===== src/hw/rtl/rco_pkg.sv =====
// Shared types and constants for the ramp-compare ohmmeter.
// Used by the top level and its port checker; no dependencies.
package rco_pkg;

  localparam int CODE_BITS = 12;
  localparam int REG_CODE_W = 12;
  localparam int SCALE_W = 20;
  localparam int CFG_DATA_W = 20;
  localparam int CFG_INDEX_W = 2;
  // Denominator width: wide enough for any code or offset, plus sign room
  localparam int CMP_W = ((CODE_BITS > REG_CODE_W) ? CODE_BITS : REG_CODE_W) + 1;
  localparam int OHMS_W = 16;
  localparam int DIGIT_W = 4;
  localparam int NUM_DIGITS = 5;
  localparam int BCD_W = DIGIT_W * NUM_DIGITS;
  localparam int DIV_STEPS = SCALE_W;
  localparam int BCD_STEPS = OHMS_W;
  localparam int STEP_CNT_W = $clog2(DIV_STEPS + 1);

  localparam int IN_TDATA_W = 8;
  localparam int IN_TUSER_W = 1;
  localparam int OUT_TDATA_W = 56;
  localparam int OUT_TUSER_W = 2;

  typedef logic [CODE_BITS-1:0] code_t;
  typedef logic [REG_CODE_W-1:0] reg_code_t;
  typedef logic [SCALE_W-1:0] scale_t;
  typedef logic [CMP_W-1:0] cmp_t;
  typedef logic [OHMS_W-1:0] ohms_t;
  typedef logic [BCD_W-1:0] bcd_t;
  typedef logic [15:0] dac_word_t;
  typedef logic [STEP_CNT_W-1:0] step_cnt_t;

  localparam dac_word_t DAC_PREFIX = 16'h4000;
  localparam ohms_t OHMS_MAX = 16'hFFFF;

  // Configuration register indexes
  localparam logic [CFG_INDEX_W-1:0] REG_RAMP_START = 2'd0;
  localparam logic [CFG_INDEX_W-1:0] REG_RAMP_END = 2'd1;
  localparam logic [CFG_INDEX_W-1:0] REG_SCALE_NUM = 2'd2;
  localparam logic [CFG_INDEX_W-1:0] REG_CODE_OFFSET = 2'd3;

  // Reset values of the configuration registers
  localparam reg_code_t RAMP_START_RST = 12'd0;
  localparam reg_code_t RAMP_END_RST = 12'hFFF;
  localparam scale_t SCALE_NUM_RST = 20'd204022;
  localparam reg_code_t CODE_OFFSET_RST = 12'd1501;

  // Input op codes
  localparam logic OP_START = 1'b0;
  localparam logic OP_SAMPLE = 1'b1;

endpackage


===== src/hw/rtl/ramp_compare_ohmmeter_top.sv =====
// Ramp-compare ohmmeter: ramp sequencer, bit-serial divider and digit converter.
// Depends on rco_pkg for widths, register indexes and constants.
//
// Usage:
//   Input stream (in_*): tuser[0] is the op (0 start, 1 comparator sample),
//   tdata[0] is the comparator flag. Output stream (out_*): one transfer per
//   input item. tlast marks the item that finished the ramp; tuser carries
//   dac_send and reading_valid; tdata carries the DAC word, ohms and digits.
//   Config port: cfg_we writes cfg_wdata into register cfg_index;
//   write only while the block is idle.
// Timing:
//   Start items and ramp steps give their result in the cycle after the accept.
//   A finishing sample with a usable reading latches the denominator, runs
//   the one-bit-per-cycle restoring divider, saturates, runs the
//   shift-and-add-3 digit conversion and registers the result once the output is free.
//   A finish without a usable reading gives its result in the cycle after the accept.
//   The block takes one item at a time; in_tready is low until it registers a reading.
// Reset: rst_n low clears the ramp, the sequencer and the output valid, and
//   loads the calibration defaults into the registers.
// Stall: a result waits in the output register until out_tready; the next
//   item is taken in the cycle that result transfers.
module ramp_compare_ohmmeter_top (
  input  logic                                clk,
  input  logic                                rst_n,
  input  logic                                in_tvalid,
  output logic                                in_tready,
  input  logic [rco_pkg::IN_TDATA_W-1:0]      in_tdata,   // [0] comparator_tripped
  input  logic [rco_pkg::IN_TUSER_W-1:0]      in_tuser,   // [0] op
  output logic                                out_tvalid,
  input  logic                                out_tready,
  // [15:0] dac_word, [31:16] ohms, [35:32] digit_ten_thousands,
  // [39:36] digit_thousands, [43:40] digit_hundreds, [47:44] digit_tens,
  // [51:48] digit_ones, [55:52] zero
  output logic [rco_pkg::OUT_TDATA_W-1:0]     out_tdata,
  output logic [rco_pkg::OUT_TUSER_W-1:0]     out_tuser,  // [0] dac_send, [1] reading_valid
  output logic                                out_tlast,  // done_res
  input  logic                                cfg_we,
  input  logic [rco_pkg::CFG_INDEX_W-1:0]     cfg_index,
  input  logic [rco_pkg::CFG_DATA_W-1:0]      cfg_wdata
);

  localparam logic [2:0] ST_IDLE = 3'd0;
  localparam logic [2:0] ST_DIV  = 3'd1;
  localparam logic [2:0] ST_SAT  = 3'd2;
  localparam logic [2:0] ST_BCD  = 3'd3;
  localparam logic [2:0] ST_OUT  = 3'd4;

  // Configuration registers
  rco_pkg::reg_code_t ramp_start_r;
  rco_pkg::reg_code_t ramp_end_r;
  rco_pkg::scale_t    scale_num_r;
  rco_pkg::reg_code_t code_offset_r;

  // Sequencer state
  logic [2:0]         state_r, state_nxt;
  logic               running_r, running_nxt;
  rco_pkg::code_t     code_r, code_nxt;
  rco_pkg::step_cnt_t cnt_r, cnt_nxt;

  // Datapath registers: divider, then digit converter
  rco_pkg::cmp_t      den_r, den_nxt;
  rco_pkg::cmp_t      rem_r, rem_nxt;
  rco_pkg::scale_t    quo_r, quo_nxt;
  rco_pkg::ohms_t     ohms_r, ohms_nxt;
  rco_pkg::ohms_t     bin_r, bin_nxt;
  rco_pkg::bcd_t      bcd_r, bcd_nxt;

  // Output register
  logic                               out_valid_r, out_valid_nxt;
  logic [rco_pkg::OUT_TDATA_W-1:0]    out_data_r, out_data_nxt;
  logic [rco_pkg::OUT_TUSER_W-1:0]    out_user_r, out_user_nxt;
  logic                               out_last_r, out_last_nxt;

  logic               in_xfer;
  logic               out_free;
  logic               op;
  logic               tripped;
  rco_pkg::code_t     start_code;
  rco_pkg::code_t     end_code;
  rco_pkg::cmp_t      code_ext;
  rco_pkg::cmp_t      offset_ext;
  logic               reading_ok;
  logic [rco_pkg::CMP_W:0] trial;
  logic               trial_ge;
  rco_pkg::bcd_t      bcd_adj;
  rco_pkg::dac_word_t dac_word;

  assign out_free   = !out_valid_r || out_tready;
  assign in_tready  = (state_r == ST_IDLE) && out_free;
  assign in_xfer    = in_tvalid && in_tready;
  assign op         = in_tuser[0];
  assign tripped    = in_tdata[0];

  assign start_code = rco_pkg::code_t'(ramp_start_r);
  assign end_code   = rco_pkg::code_t'(ramp_end_r);
  assign code_ext   = rco_pkg::cmp_t'(code_r);
  assign offset_ext = rco_pkg::cmp_t'(code_offset_r);
  assign reading_ok = (code_r != start_code) && (code_r != end_code) &&
                      (code_ext > offset_ext);
  assign dac_word   = rco_pkg::DAC_PREFIX | rco_pkg::dac_word_t'(code_r);

  // One restoring-division step
  assign trial    = {rem_r, quo_r[rco_pkg::SCALE_W-1]};
  assign trial_ge = trial >= {1'b0, den_r};

  // Add-3 correction on every digit before the shift
  always_comb begin
    for (int d = 0; d < rco_pkg::NUM_DIGITS; d++) begin
      if (bcd_r[d*rco_pkg::DIGIT_W +: rco_pkg::DIGIT_W] >= 4'd5) begin
        bcd_adj[d*rco_pkg::DIGIT_W +: rco_pkg::DIGIT_W] =
          bcd_r[d*rco_pkg::DIGIT_W +: rco_pkg::DIGIT_W] + 4'd3;
      end else begin
        bcd_adj[d*rco_pkg::DIGIT_W +: rco_pkg::DIGIT_W] =
          bcd_r[d*rco_pkg::DIGIT_W +: rco_pkg::DIGIT_W];
      end
    end
  end

  always_comb begin
    state_nxt     = state_r;
    running_nxt   = running_r;
    code_nxt      = code_r;
    cnt_nxt       = cnt_r;
    den_nxt       = den_r;
    rem_nxt       = rem_r;
    quo_nxt       = quo_r;
    ohms_nxt      = ohms_r;
    bin_nxt       = bin_r;
    bcd_nxt       = bcd_r;
    out_valid_nxt = out_valid_r;
    out_data_nxt  = out_data_r;
    out_user_nxt  = out_user_r;
    out_last_nxt  = out_last_r;

    if (out_valid_r && out_tready) begin
      out_valid_nxt = 1'b0;
    end

    unique case (state_r)
      ST_IDLE: begin
        if (in_xfer) begin
          out_valid_nxt = 1'b1;
          out_data_nxt  = '0;
          out_user_nxt  = '0;
          out_last_nxt  = 1'b0;
          if (op == rco_pkg::OP_START) begin
            code_nxt     = start_code;
            running_nxt  = 1'b1;
            out_data_nxt[15:0] = rco_pkg::DAC_PREFIX | rco_pkg::dac_word_t'(start_code);
            out_user_nxt[0]    = 1'b1;
          end else if (running_r) begin
            if (!tripped && (code_r < end_code)) begin
              out_data_nxt[15:0] = dac_word;
              out_user_nxt[0]    = 1'b1;
              code_nxt           = code_r + 1'b1;
            end else begin
              running_nxt = 1'b0;
              if (reading_ok) begin
                // hold the result back until the divide finishes
                out_valid_nxt = 1'b0;
                den_nxt       = code_ext - offset_ext;
                rem_nxt       = '0;
                quo_nxt       = scale_num_r;
                cnt_nxt       = rco_pkg::step_cnt_t'(rco_pkg::DIV_STEPS - 1);
                state_nxt     = ST_DIV;
              end else begin
                out_last_nxt = 1'b1;
              end
            end
          end
        end
      end
      ST_DIV: begin
        if (trial_ge) begin
          rem_nxt = rco_pkg::cmp_t'(trial - {1'b0, den_r});
        end else begin
          rem_nxt = trial[rco_pkg::CMP_W-1:0];
        end
        quo_nxt = {quo_r[rco_pkg::SCALE_W-2:0], trial_ge};
        cnt_nxt = cnt_r - 1'b1;
        if (cnt_r == '0) begin
          state_nxt = ST_SAT;
        end
      end
      ST_SAT: begin
        if (quo_r > rco_pkg::scale_t'(rco_pkg::OHMS_MAX)) begin
          ohms_nxt = rco_pkg::OHMS_MAX;
          bin_nxt  = rco_pkg::OHMS_MAX;
        end else begin
          ohms_nxt = quo_r[rco_pkg::OHMS_W-1:0];
          bin_nxt  = quo_r[rco_pkg::OHMS_W-1:0];
        end
        bcd_nxt   = '0;
        cnt_nxt   = rco_pkg::step_cnt_t'(rco_pkg::BCD_STEPS - 1);
        state_nxt = ST_BCD;
      end
      ST_BCD: begin
        bcd_nxt = {bcd_adj[rco_pkg::BCD_W-2:0], bin_r[rco_pkg::OHMS_W-1]};
        bin_nxt = {bin_r[rco_pkg::OHMS_W-2:0], 1'b0};
        cnt_nxt = cnt_r - 1'b1;
        if (cnt_r == '0) begin
          state_nxt = ST_OUT;
        end
      end
      ST_OUT: begin
        if (out_free) begin
          out_valid_nxt       = 1'b1;
          out_data_nxt        = '0;
          out_data_nxt[31:16] = ohms_r;
          out_data_nxt[35:32] = bcd_r[19:16];
          out_data_nxt[39:36] = bcd_r[15:12];
          out_data_nxt[43:40] = bcd_r[11:8];
          out_data_nxt[47:44] = bcd_r[7:4];
          out_data_nxt[51:48] = bcd_r[3:0];
          out_user_nxt        = 2'b10;
          out_last_nxt        = 1'b1;
          state_nxt           = ST_IDLE;
        end
      end
      default: begin
        state_nxt = ST_IDLE;
      end
    endcase
  end

  always_ff @(posedge clk) begin
    if (!rst_n) begin
      state_r       <= ST_IDLE;
      running_r     <= 1'b0;
      code_r        <= '0;
      cnt_r         <= '0;
      out_valid_r   <= 1'b0;
      ramp_start_r  <= rco_pkg::RAMP_START_RST;
      ramp_end_r    <= rco_pkg::RAMP_END_RST;
      scale_num_r   <= rco_pkg::SCALE_NUM_RST;
      code_offset_r <= rco_pkg::CODE_OFFSET_RST;
    end else begin
      state_r     <= state_nxt;
      running_r   <= running_nxt;
      code_r      <= code_nxt;
      cnt_r       <= cnt_nxt;
      out_valid_r <= out_valid_nxt;
      if (cfg_we) begin
        unique case (cfg_index)
          rco_pkg::REG_RAMP_START:  ramp_start_r  <= cfg_wdata[rco_pkg::REG_CODE_W-1:0];
          rco_pkg::REG_RAMP_END:    ramp_end_r    <= cfg_wdata[rco_pkg::REG_CODE_W-1:0];
          rco_pkg::REG_SCALE_NUM:   scale_num_r   <= cfg_wdata[rco_pkg::SCALE_W-1:0];
          rco_pkg::REG_CODE_OFFSET: code_offset_r <= cfg_wdata[rco_pkg::REG_CODE_W-1:0];
        endcase
      end
    end
  end

  always_ff @(posedge clk) begin
    den_r      <= den_nxt;
    rem_r      <= rem_nxt;
    quo_r      <= quo_nxt;
    ohms_r     <= ohms_nxt;
    bin_r      <= bin_nxt;
    bcd_r      <= bcd_nxt;
    out_data_r <= out_data_nxt;
    out_user_r <= out_user_nxt;
    out_last_r <= out_last_nxt;
  end

  assign out_tvalid = out_valid_r;
  assign out_tdata  = out_data_r;
  assign out_tuser  = out_user_r;
  assign out_tlast  = out_last_r;

endmodule


===== config.mk =====
export PLATFORM = sky130hd
export DESIGN_NAME = ramp_compare_ohmmeter_top
export DESIGN_NICKNAME = d
export VERILOG_FILES = /design/src/hw/rtl/rco_pkg.sv /design/src/hw/rtl/ramp_compare_ohmmeter_top.sv
export SDC_FILE = /design/constraint.sdc
export NUM_CORES = 1
export LEC_CHECK = 0
export BUFFER_PORTS_ARGS = -buffer_cell sky130_fd_sc_hd__buf_2
export CORE_MARGIN = 2
export CORE_UTILIZATION = 54
export DETAILED_ROUTE_END_ITERATION = 10
export MAX_ROUTING_LAYER = met4
export PLACE_DENSITY_LB_ADDON = 0.2
export SYNTH_ARGS = -nofsm -noshare
export SYNTH_HDL_FRONTEND = slang
export SYNTH_SLANG_ARGS = --single-unit
export TNS_END_PERCENT = 20

===== constraint.sdc =====
create_clock -name clk -period 4.6 [get_ports clk]
set_input_delay 0.23 -clock clk [delete_from_list [all_inputs] [get_ports clk]]
set_output_delay 0.23 -clock clk [all_outputs]
set_load 0.005 [all_outputs]

==> Implementation_results.wiki <==
{| class="wikitable"
! Metric !! Value
|-
| Power per Cell Area || 366 nW/µm²
|-
| Relative slew slack || 18.8%
|-
| Count of buffers from port buffering || just over 80
|-
| CP max FO || 20
|-
| Start-to-end type of the worst setup path || flop to flop
|-
| Initial antenna violation count || 0
|-
| DIE AREA || 21900 µm²
|-
| Number of buffers added by the clock tree synthesis step || 24
|-
| Unrepaired setup endpoints after global routing || no
|-
| Leading cell types by count after synthesis || 152 x sky130_fd_sc_hd__nand2_1, 149 x sky130_fd_sc_hd__edfxtp_1, 78 x sky130_fd_sc_hd__dfxtp_1
|-
| First-pass GRT wire length || 39900 µm
|-
| Number of rows in the core area || 52
|-
| Root buffer cell || sky130_fd_sc_hd__clkbuf_16
|-
| Number of global-route vias before repair || ~7500
|-
| Total via count after detailed routing || approximately 8000
|-
| Leading post-synthesis cells by cell area || sky130_fd_sc_hd__edfxtp_1 40%, sky130_fd_sc_hd__dfxtp_1 14%, sky130_fd_sc_hd__ha_1 5.6%
|-
| FILL cells || between 1500 and 2000
|-
| Area leader, netlist || sky130_fd_sc_hd__edfxtp_1
|-
| Finish-stage setup viols || 0
|-
| Clock tree from TritonCTS || done
|-
| Async set or reset register ratio after synthesis || 0%
|-
| Power Total || about 4.7 mW
|-
| Shortest clock period the worst path allows after layout || about 3.4 ns
|-
| Total clock sinks || 227
|-
| Fmax achieved || about 300 MHz
|-
| Grt ovf || 0
|-
| Actual slew at the worst max-slew pin || about 1.2 ns
|-
| Antenna viol nets, final || 0
|-
| Period utilization || 73.5%
|-
| Cell with the most instances after synthesis || sky130_fd_sc_hd__nand2_1
|-
| Net count of the finished layout || 1244
|-
| Number of remaining DRC errors || 0
|-
| HPWL reported at the end of detailed placement || 16800 µm
|-
| Routed length per placed instance || roughly 17 µm
|-
| Worst Path Required || about 4.8 ns
|-
| Latest clock arrival within the worst-skew pair || 0.53 ns
|-
| Chip width || 148 µm
|-
| Routed wire length || 24600 µm
|-
| Core Box Area || a little over 20000 µm²
|-
| Nature of the critical path endpoint || flop
|-
| Mapped Area || approximately 11000 µm²
|-
| Detailed-route vias per instance || between 5 and 6
|-
| Result of the run || complete, no violations
|-
| Placed insts || about 1400
|-
| Final max-slew violation count || 0
|-
| CP Data Arrival Time || 3.58 ns
|-
| Last weighted congestion value of the routability-driven placer || 0.874
|-
| Yosys reg bits || 227
|-
| Number of max-capacitance violations reported || 0
|-
| Count of placed standard cells in the final layout, fillers left out || 1444
|-
| Largest net degree at the start of global routing || between 50 and 60
|-
| Worst IR drop on VDD || a little over 400 µV
|-
| Effective utilization at floorplan || 55.1%
|-
| Share of the synthesized area in the top cell type || 40.0%
|-
| Prevailing post-synth register cell || sky130_fd_sc_hd__edfxtp_1
|-
| Multi-input gate area || 4690 µm²
|-
| Diodes inserted || 0
|-
| Global-route usage over all layers || 23.4%
|-
| Final hold viol count || 0
|-
| Max Clock Skew || 0.0148 ns
|-
| Count of TritonRoute iterations in the first routing pass || 5
|-
| Critical Path Start Type || flop
|-
| Count of distinct cell types in the synthesized netlist || 66
|-
| Gates resized, CTS repair || 0
|-
| Growth of design area from synthesis to finish || 14.1%
|-
| Synth warnings || 0
|-
| Count of flip-flops with a built-in enable after synthesis || 149
|-
| Sequential cell area || between 6000 and 7000 µm²
|-
| Max clock buf depth || 3
|-
| CTS clock-pin slew for the worst setup and hold paths || 0.06 ns
|-
| Setup TNS || 0 ns
|-
| IO Count || a little under 100
|-
| Post-synthesis area per instance || 10.5 µm²
|-
| Violation count after the first detailed-route iteration || 450
|-
| Worst hold-check path type || primary input to flop
|-
| Sequential fraction of the synthesis area || between 50% and 60%
|-
| FF-to-FF path depth || 9
|-
| Fraction of layout cells with a size suffix above 1 || 16.1%
|-
| Htree depth || 1
|-
| Vert. Die Dim || approximately 150 µm
|-
| Syn Inst Count || 1067
|-
| Hold path depth || 3
|-
| Leakage || 5.29 nW
|}
## placed cells by master, fill, tap and decap left out, types with 19 or more instances in the layout
master	Yosys	final
sky130_fd_sc_hd__edfxtp_1	149	149
sky130_fd_sc_hd__mux2_2	35	35
sky130_fd_sc_hd__a21oi_1	74	74
sky130_fd_sc_hd__nand3_1	32	32
sky130_fd_sc_hd__nor2_1	75	75
sky130_fd_sc_hd__inv_1	64	64
sky130_fd_sc_hd__ha_1	50	50
sky130_fd_sc_hd__o211ai_1	21	21
sky130_fd_sc_hd__xor2_1	21	21
sky130_fd_sc_hd__buf_2	2	82
sky130_fd_sc_hd__clkbuf_16	0	24
sky130_fd_sc_hd__dfxtp_1	78	78
sky130_fd_sc_hd__nand2_1	152	152
sky130_fd_sc_hd__nand2b_1	23	23
sky130_fd_sc_hd__mux2i_1	19	19
sky130_fd_sc_hd__o21ai_0	26	26
sky130_fd_sc_hd__and3_1	36	36
## registers in the layout (all words and copies together) (netlist names)
name	count
rem_r	13
ohms_r	16
bcd_r	20
out_tlast	1
quo_r	20
den_r	13
state_r	3
end_code	12
cnt_r	5
running_r	1
ramp_start_r	12
scale_num_r	20
out_tdata	49
out_tuser	1
code_r	12
code_offset_r	12
out_tvalid	1
bin_r	16
## logic make-up after synthesis
family | share of synthesized area [%]
multiplexers | 5.22
AO/OA/AOI/OAI | 11.2
other | 0.0335
XOR/XNOR | 2.82
flip-flops | 53.9
adder cells (fa/ha/maj) | 5.95
buffers and inverters | 4.67
AND/OR/NAND/NOR | 16.2
## per-layer routing
| layer | wire length [µm] | share of wire, % | global-route usage, % |
|---|---|---|---|
| met5 | 0 | 0 | - |
| met2 | 11200 | 45 | 35.0 |
| met4 | 458 | 1.9 | 6.33 |
| met1 | 11200 | 46 | 33.6 |
| met3 | 1710 | 7.0 | 3.67 |
## where the power goes
part / internal [mW] / leakage [nW] / switching (mW) / total (mW)
Sequential: 2.27 / 2.00 / 0.0520 / 2.33
Clock: 1.13 / 0.394 / 0.812 / 1.94
Combinational: 0.160 / 2.89 / 0.241 / 0.401
## final timing paths
kind              slack [ns]       startpoint          endpoint
setup / recovery        1.22        code_r[8]         quo_r[10]
hold reg to reg         0.45  scale_num_r[19]   scale_num_r[19]
hold / removal          0.01     cfg_wdata[5]  code_offset_r[5]
setup reg to reg        1.22        code_r[8]         quo_r[10]
## final cells by class
cell class / count / area share, %
Inverter: 65 / 1.91
Sequential cell: 227 / 47.3
Clock inverter: 12 / 1.02
Multi-Input combinational cell: 726 / 36.7
Tap cell: 270 / 2.65
Timing Repair Buffer: 112 / 5.27
Clock buffer: 32 / 5.17
## per-stage QoR
stage,util (%),setup slack [ns],instance area [µm²],hold slack [ns]
5_1_grt,62.9,1.02,12800,0.00951
3_5_place_dp,58.3,1.21,11800,0.443
4_1_cts,62.9,1.19,12800,0.00349
3_3_place_gp,58.3,1.28,11800,0.440
6_report,62.9,1.22,12800,0.0145
2_1_floorplan,-,1.00,11200,0.354
## critical path, stage by stage, from the launching register on
cell and delay, ns:
sky130_fd_sc_hd__dfxtp_1 0.57, sky130_fd_sc_hd__ha_1 0.22, sky130_fd_sc_hd__a21oi_1 0.06, sky130_fd_sc_hd__o211a_1 0.31, sky130_fd_sc_hd__a21o_1 0.21, sky130_fd_sc_hd__a31oi_1 0.39, sky130_fd_sc_hd__nand2_1 0.10, sky130_fd_sc_hd__nor2_1 0.14
sky130_fd_sc_hd__o21a_1 0.64, sky130_fd_sc_hd__buf_4 0.41
## what timing repair did
item                                    4_1_cts  5_1_grt
endpoints found under the hold margin        20        0
endpoints found under the setup margin        0        0
setup buffers                                 0        0
hold buffers                                 15        0
No activity file was read; power rests on OpenSTA's default activity.
